<file path="config.mk">
export PLATFORM = sky130hd
export DESIGN_NAME = pink_noise_generator
export DESIGN_NICKNAME = d
export VERILOG_FILES = /design/src/rtl/core/png_pkg.sv /design/src/rtl/core/pink_noise_generator.sv
export SDC_FILE = /design/constraint.sdc
export NUM_CORES = 1
export LEC_CHECK = 0
export BUFFER_PORTS_ARGS = -buffer_cell sky130_fd_sc_hd__buf_2
export CORE_MARGIN = 2
export CORE_UTILIZATION = 44
export CTS_CLUSTER_SIZE = 16
export DETAILED_ROUTE_END_ITERATION = 10
export GPL_TIMING_DRIVEN = 1
export MAX_ROUTING_LAYER = met4
export PLACE_DENSITY = 0.6
export SLEW_MARGIN = 20
export SYNTH_ARGS = -nofsm -noshare
export SYNTH_HDL_FRONTEND = slang
export SYNTH_SLANG_ARGS = --single-unit
export TNS_END_PERCENT = 20
</file>
<file path="constraint.sdc">
create_clock -name i_clk -period 12.7 [get_ports i_clk]
set_input_delay 1.27 -clock i_clk [delete_from_list [all_inputs] [get_ports i_clk]]
set_output_delay 1.27 -clock i_clk [all_outputs]
set_load 0.01 [all_outputs]
</file>
<file path="src/rtl/core/png_pkg.sv">
package png_pkg;

    // generator state widths
    typedef logic [31:0]        t_lfsr;
    typedef logic [18:0]        t_octave;   // increment/decrement words, bits above 18 never set
    typedef logic signed [31:0] t_integ;
    typedef logic signed [20:0] t_coef;
    typedef logic signed [25:0] t_sample;

    localparam t_lfsr   BASE_SEED    = 32'h5EED41F5;
    localparam t_lfsr   LFSR_TAPS    = 32'h46000001;
    localparam t_octave BALANCE_INIT = 19'h4CCCC;

    localparam t_sample SAMPLE_MAX = 26'sh1FFFFFF;
    localparam t_sample SAMPLE_MIN = 26'sh2000000;

    // fir coefficients in q22 units, 0.0625 * c * 2^22 rounded
    localparam t_coef COEF_A [6] = '{21'sd312100, 21'sd42619, 21'sd579,
                                     21'sd6678, -21'sd399, 21'sd1919};
    localparam t_coef COEF_B [6] = '{21'sd465, 21'sd1187, -21'sd409,
                                     21'sd203, -21'sd127, 21'sd529};

    // lowest set bit mapped to octave weight: bit0 -> 8 ... bit3 -> 1
    function automatic logic [3:0] low_weight(input logic [3:0] v);
        logic [3:0] w;
        if (v[0])      w = 4'd8;
        else if (v[1]) w = 4'd4;
        else if (v[2]) w = 4'd2;
        else if (v[3]) w = 4'd1;
        else           w = 4'd0;
        return w;
    endfunction

    // mask used at step zero of a frame (bit-reversed octave order)
    function automatic t_octave frame_mask(input logic [7:0] frame);
        t_octave m;
        if (frame[3:0] != 4'd0) m = {4'b0, low_weight(frame[3:0]), 11'b0};
        else                    m = {8'b0, low_weight(frame[7:4]), 7'b0};
        return m;
    endfunction

    // signed sum of six coefficients, sign picked by index bits
    function automatic t_coef fir_lookup(input t_coef c [6], input logic [5:0] idx);
        t_coef acc;
        acc = '0;
        for (int k = 0; k < 6; k++) begin
            if (idx[k]) acc = acc + c[k];
            else        acc = acc - c[k];
        end
        return acc;
    endfunction

endpackage

</file>
<file path="src/rtl/core/pink_noise_generator.sv">
// pink noise generator, one sample per advance transaction
//
// channels: input transaction i_in_valid/o_in_ready carries i_advance. with
// advance high the generator steps once and queues one o_sample on the
// o_out_valid/i_out_ready channel; with advance low the transaction is
// taken and nothing changes. config channel i_cfg_valid/o_cfg_ready loads
// the lfsr with 0x5EED41F5 + i_cfg_seed, is always ready, and is meant to be
// used only while the generator is idle.
// output register: the sample shows in the cycle after its input transaction.
// throughput: one input transaction per cycle unless stalled; the whole step
// (lfsr shift, octave mask, integrator add, two 64-entry fir lookups and
// saturation) is one combinational pass between state and output registers.
// stall: the output register holds the sample while i_out_ready is low;
// o_in_ready drops only when that register is full and not being drained.
// reset (synchronous, active low): lfsr = 0x5EED41F5, both octave words =
// 0x4CCCC, integrator, frame and step counters cleared, output empty.
module pink_noise_generator
    import png_pkg::*;
(
    input  logic                i_clk,
    input  logic                i_rst_n,
    // config
    input  logic                i_cfg_valid,
    output logic                o_cfg_ready,
    input  logic signed [31:0]  i_cfg_seed,
    // input
    input  logic                i_in_valid,
    output logic                o_in_ready,
    input  logic                i_advance,
    // output
    output logic                o_out_valid,
    input  logic                i_out_ready,
    output logic signed [25:0]  o_sample
);

    // generator state
    t_lfsr      r_lfsr,  n_lfsr;
    t_octave    r_inc,   n_inc;
    t_octave    r_dec,   n_dec;
    t_integ     r_integ, n_integ;
    logic [7:0] r_frame, n_frame;
    logic [3:0] r_step,  n_step;

    // output register
    logic       r_out_valid, n_out_valid;
    t_sample    r_sample,    n_sample;

    logic              in_fire;
    logic              step_en;
    t_octave           mask;
    logic              rbit;
    logic signed [19:0] diff;
    t_coef             fir_a;
    t_coef             fir_b;
    logic signed [33:0] total;

    assign o_cfg_ready = 1'b1;
    assign o_in_ready  = !r_out_valid || i_out_ready;
    assign in_fire     = i_in_valid && o_in_ready;
    assign step_en     = in_fire && i_advance;

    always_comb begin
        // octave pick: first step of a frame uses the bit-reversed frame order
        if (r_step == 4'd0) begin
            mask    = frame_mask(r_frame);
            n_frame = r_frame + 8'd1;
        end else begin
            mask    = {low_weight(r_step), 15'b0};
            n_frame = r_frame;
        end
        rbit = r_lfsr[31];

        // old octave bit moves to decrement word, random bit toggles increment word
        n_dec   = (r_dec & ~mask) | (r_inc & mask);
        n_inc   = r_inc ^ (rbit ? mask : '0);
        diff    = $signed({1'b0, n_inc}) - $signed({1'b0, n_dec});
        n_integ = r_integ + {{12{diff[19]}}, diff};
        n_lfsr  = {r_lfsr[30:0], 1'b0} ^ (rbit ? LFSR_TAPS : '0);
        n_step  = r_step + 4'd1;

        // output uses integrator before update plus the fir of the new lfsr bits
        fir_a = fir_lookup(COEF_A, n_lfsr[5:0]);
        fir_b = fir_lookup(COEF_B, n_lfsr[11:6]);
        total = {{2{r_integ[31]}}, r_integ}
              + {{13{fir_a[20]}}, fir_a}
              + {{13{fir_b[20]}}, fir_b};

        // saturate to the 26-bit sample range
        if (total[33:25] == {9{total[33]}}) n_sample = total[25:0];
        else if (total[33])                 n_sample = SAMPLE_MIN;
        else                                n_sample = SAMPLE_MAX;

        if (step_en)          n_out_valid = 1'b1;
        else if (i_out_ready) n_out_valid = 1'b0;
        else                  n_out_valid = r_out_valid;
    end

    always_ff @(posedge i_clk) begin
        if (!i_rst_n) begin
            r_lfsr      <= BASE_SEED;
            r_inc       <= BALANCE_INIT;
            r_dec       <= BALANCE_INIT;
            r_integ     <= '0;
            r_frame     <= '0;
            r_step      <= '0;
            r_out_valid <= 1'b0;
        end else begin
            r_out_valid <= n_out_valid;
            if (step_en) begin
                r_inc   <= n_inc;
                r_dec   <= n_dec;
                r_integ <= n_integ;
                r_frame <= n_frame;
                r_step  <= n_step;
            end
            // seed load wins over a step on the lfsr
            if (i_cfg_valid) begin
                r_lfsr <= BASE_SEED + i_cfg_seed;
            end else if (step_en) begin
                r_lfsr <= n_lfsr;
            end
        end
    end

    always_ff @(posedge i_clk) begin
        if (step_en) begin
            r_sample <= n_sample;
        end
    end

    assign o_out_valid = r_out_valid;
    assign o_sample    = r_sample;

endmodule

</file>
# After elaboration in Yosys (flattened, before gate mapping)
# Cells that the tools add are included.
# totals
register_bits	141
input_bits	38
# classes
add_sub_neg	27
n_eq_ne	1
mux	34
bitwise_logic	6
n_reduce_logical	9
# op_table
op	n
two-way mux 21 bit	12
two-way mux 32 bit	2
two-way mux 26 bit	2
adder 21 x 10 -> 21 bit, second input constant	2
adder 21 x 11 -> 21 bit, second input constant	2
adder 21 x 12 -> 21 bit, second input constant	2
subtractor 21 x 10 -> 21 bit, second input constant	2
subtractor 21 x 11 -> 21 bit, second input constant	2
subtractor 21 x 12 -> 21 bit, second input constant	2
AND 19 bit	2
two-way mux 19 bit	2
adder 33 x 21 -> 34 bit	1
adder 32 x 21 -> 33 bit	1
adder 31 x 32 -> 32 bit, first input constant	1
adder 32 bit	1
bitwise XOR 32 x 31 -> 32 bit	1
two-way mux 31 bit	1
adder 21 x 14 -> 21 bit, second input constant	1
adder 21 x 17 -> 21 bit, second input constant	1
adder 21 x 8 -> 21 bit, second input constant	1
adder 21 x 9 -> 21 bit, second input constant	1
subtractor 21 x 14 -> 21 bit, second input constant	1
subtractor 21 x 17 -> 21 bit, second input constant	1
subtractor 21 x 8 -> 21 bit, second input constant	1
other kinds (20)	32

# Longest topological paths before layout
# logic_depth
word_depth	17
depth_mapped	48
mapped_depth_nobuf	44

# Worst setup path after synthesis
# OpenSTA, ideal clock, no wires.
# synth_path
path_kind	register -> register
start	register r_lfsr[31]
end	register r_sample[4] (netlist: o_sample[4]) (data pin)
arrival_time_ns	10.751
t_required_ns	12.428
slack_ns	1.676
stages_incl_launch_ff	46
path_buffers	3
path_cell_list	dfxtp_1 -> clkbuf_1 -> inv_1 -> ha_1 -> xor2_1 -> fa_1 -> ha_1 -> nor2b_1 -> o21ai_0 -> a21boi_0 -> o21a_1 -> o21ai_0 -> a21oi_1 -> nor2_1 -> xnor2_1 -> ha_1 -> and3_1 -> o311a_1 -> [10 not listed] -> o41ai_2 -> xnor3_1 -> xor2_1 -> fa_1 -> inv_1 -> ha_1 -> clkbuf_1 -> a21o_1 -> nor3_1 -> a31oi_1 -> a21o_1 -> or4_1 -> nand3_1 -> o2111ai_1 -> nor3_1 -> o22ai_2 -> buf_6 -> a2bb2oi_1
# synth_between
elab_chain_len	17
elab_cells_between_ends	23
cone_classes	add/sub (12); eq/ne (1); mux (9); bitwise (1)
# synth_rtl
element	line	rtl
start, declared	pink_noise_generator.sv:37	t_lfsr r_lfsr, n_lfsr;
start signal, assigned	pink_noise_generator.sv:118	r_lfsr <= BASE_SEED + i_cfg_seed;
start signal, assigned	pink_noise_generator.sv:120	r_lfsr <= n_lfsr;
two-way mux 31 bit (*)	pink_noise_generator.sv:78	n_lfsr = {r_lfsr[30:0], 1'b0} ^ (rbit ? LFSR_TAPS : '0);
bitwise XOR 32 x 31 -> 32 bit (*)	pink_noise_generator.sv:78	
two-way mux 21 bit (*)	png_pkg.sv:47	if (idx[k]) acc = acc + c[k];
subtractor 21 x 17 -> 21 bit or adder 21 x 17 -> 21 bit (tied branches)	png_pkg.sv:48, png_pkg.sv:47	
two-way mux 21 bit (*)	png_pkg.sv:47	
subtractor 21 x 11 -> 21 bit or adder 21 x 11 -> 21 bit (tied branches)	png_pkg.sv:48, png_pkg.sv:47	
two-way mux 21 bit (*)	png_pkg.sv:47	
subtractor 21 x 14 -> 21 bit or adder 21 x 14 -> 21 bit (tied branches)	png_pkg.sv:48, png_pkg.sv:47	
[2 not listed]	--	
two-way mux 21 bit (*)	png_pkg.sv:47	
subtractor 21 x 12 -> 21 bit or adder 21 x 12 -> 21 bit (tied branches)	png_pkg.sv:48, png_pkg.sv:47	
two-way mux 21 bit (*)	png_pkg.sv:47	
adder 32 x 21 -> 33 bit (*)	pink_noise_generator.sv:85	+ {{13{fir_a[20]}}, fir_a}
adder 33 x 21 -> 34 bit (*)	pink_noise_generator.sv:86	+ {{13{fir_b[20]}}, fir_b};
== test 8 bit or two-way mux 26 bit (tied branches)	pink_noise_generator.sv:89, pink_noise_generator.sv:90	
two-way mux 26 bit (*)	pink_noise_generator.sv:89	if (total[33:25] == {9{total[33]}}) n_sample = total[25:0];
named net n_sample[4]	pink_noise_generator.sv:46	t_sample r_sample, n_sample;
end signal, assigned	pink_noise_generator.sv:127	r_sample <= n_sample;
end, declared	pink_noise_generator.sv:46	
# Mark *: on every way through the listed nets, which the timed path passes. The rest lies on a longest branch.
# A chain may end at the register's enable or synchronous reset.

# Final worst setup path
# layout_path
start	register r_lfsr[0]
end	register r_sample[16] (netlist: o_sample[16]) (data pin)
# layout_between
elab_chain_len	14
elab_cells_between_ends	19
cone_classes	add/sub (10); eq/ne (1); mux (7); bitwise (1)
# layout_rtl
element	line
bitwise XOR 32 x 31 -> 32 bit (*)	pink_noise_generator.sv:78
two-way mux 21 bit (*)	png_pkg.sv:47
subtractor 21 x 11 -> 21 bit or adder 21 x 11 -> 21 bit (tied branches)	png_pkg.sv:48, png_pkg.sv:47
two-way mux 21 bit (*)	png_pkg.sv:47
subtractor 21 x 14 -> 21 bit or adder 21 x 14 -> 21 bit (tied branches)	png_pkg.sv:48, png_pkg.sv:47
two-way mux 21 bit (*)	png_pkg.sv:47
subtractor 21 x 10 -> 21 bit or adder 21 x 10 -> 21 bit (tied branches)	png_pkg.sv:48, png_pkg.sv:47
two-way mux 21 bit (*)	png_pkg.sv:47
subtractor 21 x 12 -> 21 bit or adder 21 x 12 -> 21 bit (tied branches)	png_pkg.sv:48, png_pkg.sv:47
two-way mux 21 bit (*)	png_pkg.sv:47
adder 32 x 21 -> 33 bit (*)	pink_noise_generator.sv:85
adder 33 x 21 -> 34 bit (*)	pink_noise_generator.sv:86
== test 8 bit or two-way mux 26 bit (tied branches)	pink_noise_generator.sv:89, pink_noise_generator.sv:90
two-way mux 26 bit (*)	pink_noise_generator.sv:89
named net n_sample[16]	pink_noise_generator.sv:46
# Marked as above.

==> out/qor.txt <==
CP top delay family -> compound AO/OA/AOI/OAI gates
EDFF count, synth -> 26
Mapped cell area -> 16000 um2
Hold Vio Cnt, Final -> 0
Non-Filler Instances -> 2562
Clk sink count -> 120
GRT busiest layer -> met2
Yosys reg bits -> 120
Port bufs -> 65
FMAX -> 86.1 MHz
WS Path Type -> register to register
Die H -> 195 um
Worst skew pair latency -> 0.44 ns
DR vias -> 14100
Worst path most repeated cell -> ha_1
Core box area -> 35700 um2
DP HPWL -> 29.6 mm
Wire per inst -> 14.6 um
Status -> finished clean
Nets -> 2392
CP max FO -> 24
Setup Skew -> 0.0118 ns
# IOs -> 67
CTS H-tree depth -> 4
Met2 usage -> 32.3%
Placer Congestion -> 0.876
Initial antenna violation count -> 0
Die width -> 195 um
1st-pass router iterations -> 5
Vias in the first global route -> 13200
DRC -> 0
Max-Cap Viols -> 0
Placed Cells incl. Taps -> 2530
Total track usage -> 20.3%
Final setup fails -> 0
Setup_tns -> 0 ns
Slew Limit Fails -> 0
Final core occ -> 48.7%
RSZ-0062 raised after global routing -> no
Most frequent cells after synthesis -> ha_1, nand2_1, nor2_1, a21oi_1, inv_1
Root buffer cell -> clkbuf_16
Final period utilization -> 91.5%
Commonest register cell after synthesis -> dfxtp_1
GR Util met3 -> 2.55%
# diodes -> 0
Post-Route WL -> 37.4 mm
Syn_area_per_cell -> 7.79 um2
Share of cells above drive strength 1 -> 7.43%
Largest net degree at the start of global routing -> 65
First-pass GRT wire length -> 62.7 mm
Cell Rows -> 69
Gr ovfl total -> 0
CTS tree -> done
Hold Path Class -> register to register
Max clock buf depth -> 2
Syn Inst Count -> 2053
Via density -> 5.52
Synth warn -> 0
Critical Path RT -> 12.94 ns
Postcts setup bufs -> 0
Initial core utilization -> 44.9%
DR iter-0 viols -> 835
Num CTS Buffers -> 17
Synth top area cells -> ha_1, dfxtp_1, xnor2_1
Register area share after synthesis -> 16.6%
Syn_nets -> 2357
Area growth, synth to finish -> 8.42%
Clock transition at path regs -> 0.06 ns
Top-count cell post-synth -> ha_1
ANT nets after route -> 0
Count of cell types in the netlist -> 81
Crit path capture type -> register
Final min period -> 11.62 ns
Largest area contributor in the netlist -> ha_1
Slew at the pin closest to its max-slew limit -> 0.799 ns
Max stage delay cell, worst path -> dfxtp_1
Worst Path Arrival -> 11.86 ns
Die ar. -> 37900 um2
Async SR Flop Fraction -> 0%
Crit-path max cell delay -> 0.59 ns
Rel. slew slack -> 46.7%
Worst Setup Start Kind -> register
Met1 Usage GRT -> 27.7%
CP Buf/Inv Count -> 3
Share of the synthesized area in the top cell type -> 18.1%
## kinds of logic after synthesis
| family | Yosys count | synth area share, % |
|---|---|---|
| compound gates | 566 | 23.4 |
| xor+xnor | 207 | 11.5 |
| fa+ha+maj | 266 | 22.4 |
| buf+inv | 198 | 4.82 |
| flops | 120 | 16.6 |
| mux | 18 | 1.13 |
| other cells | 1 | 0.0234 |
| simple gates | 677 | 20.0 |
## registers in the layout, indices dropped and copies added, names as in the netlist
| name | cells |
|---|---|
| r_lfsr | 32 |
| r_step | 4 |
| r_frame | 8 |
| r_integ | 25 |
| r_inc | 12 |
| o_sample | 26 |
| r_dec | 12 |
| o_out_valid | 1 |
## final timing paths
path,startpoint,to,slack [ns],cells after the start
worst max-delay path,r_lfsr[0],o_sample[16],1.08,43
worst min-delay path,r_dec[7],r_dec[7],0.47,2
worst max register to register,r_lfsr[0],o_sample[16],1.08,43
worst min register to register,r_dec[7],r_dec[7],0.47,2
## final cells by class
class                   instances  area [um2]
fillers                      3578       18300
repair buffers                 74         393
inverters                     140         527
flip-flops and latches        120        2660
well taps                     461         577
clock inverters                10         115
clock buffers                  22         485
multi-input cells            1735       12600
## worst reg2reg max path, delay by kind of cell, from the launching register on
kind / cells / cell delay [ns]
AND/OR/NAND/NOR: 9 / 2.05
AO/OA/AOI/OAI: 19 / 4.23
XOR/XNOR: 5 / 1.24
flip-flops: 1 / 0.59
adder cells (fa/ha/maj): 7 / 2.76
buffers and inverters: 3 / 0.55
## cell usage in the layout (no fill, tap or decap), types with 7 or more instances in the layout
| cell type | instances |
|---|---|
| ha_1 | 231 |
| nand2_1 | 209 |
| nor2_1 | 174 |
| a21oi_1 | 173 |
| inv_1 | 138 |
| xnor2_1 | 135 |
| dfxtp_1 | 94 |
| o21ai_0 | 93 |
| xor2_1 | 70 |
| nand3_1 | 65 |
| buf_2 | 65 |
| a21o_1 | 57 |
| nor3_1 | 50 |
| o21a_1 | 38 |
| fa_1 | 35 |
| a211oi_1 | 32 |
| or3_1 | 30 |
| nand2b_1 | 26 |
| edfxtp_1 | 26 |
| and3_1 | 24 |
| o211ai_1 | 23 |
| or2_2 | 21 |
| nor2b_1 | 19 |
| clkbuf_16 | 18 |
| mux2i_1 | 17 |
| a31oi_1 | 16 |
| nand4_1 | 15 |
| o21bai_1 | 15 |
| o22ai_1 | 12 |
| and2_1 | 9 |
| o31a_1 | 9 |
| o31ai_1 | 9 |
| o22ai_2 | 9 |
| buf_4 | 9 |
| a211o_1 | 8 |
| nor4_1 | 7 |
| a21boi_0 | 7 |
## layer usage
metal  wire, um  vias up
met5          0        -
met4        331        0
met3        851       19
met2      16800      154
met1      19400     6556
li1           -     7412
## timing repair
action,4_1_cts,5_1_grt
gates resized for setup,0,1
endpoints found under the setup margin,0,21
hold endpoints to repair,0,0
hold buffers,0,0
## per-stage QoR
stage	setup WS [ns]	instance area [um2]	hold slack (ns)
6_report	1.08	17300	0.472
5_1_grt	0.160	17300	0.484
4_1_cts	0.876	17300	0.475
3_5_place_dp	0.912	16700	0.460
3_3_place_gp	1.31	16700	0.451
2_1_floorplan	1.68	16000	0.435
Power is left out: the tool's default activity adds up to more than one toggle a clock period on the data nets, which glitch-free logic cannot reach.
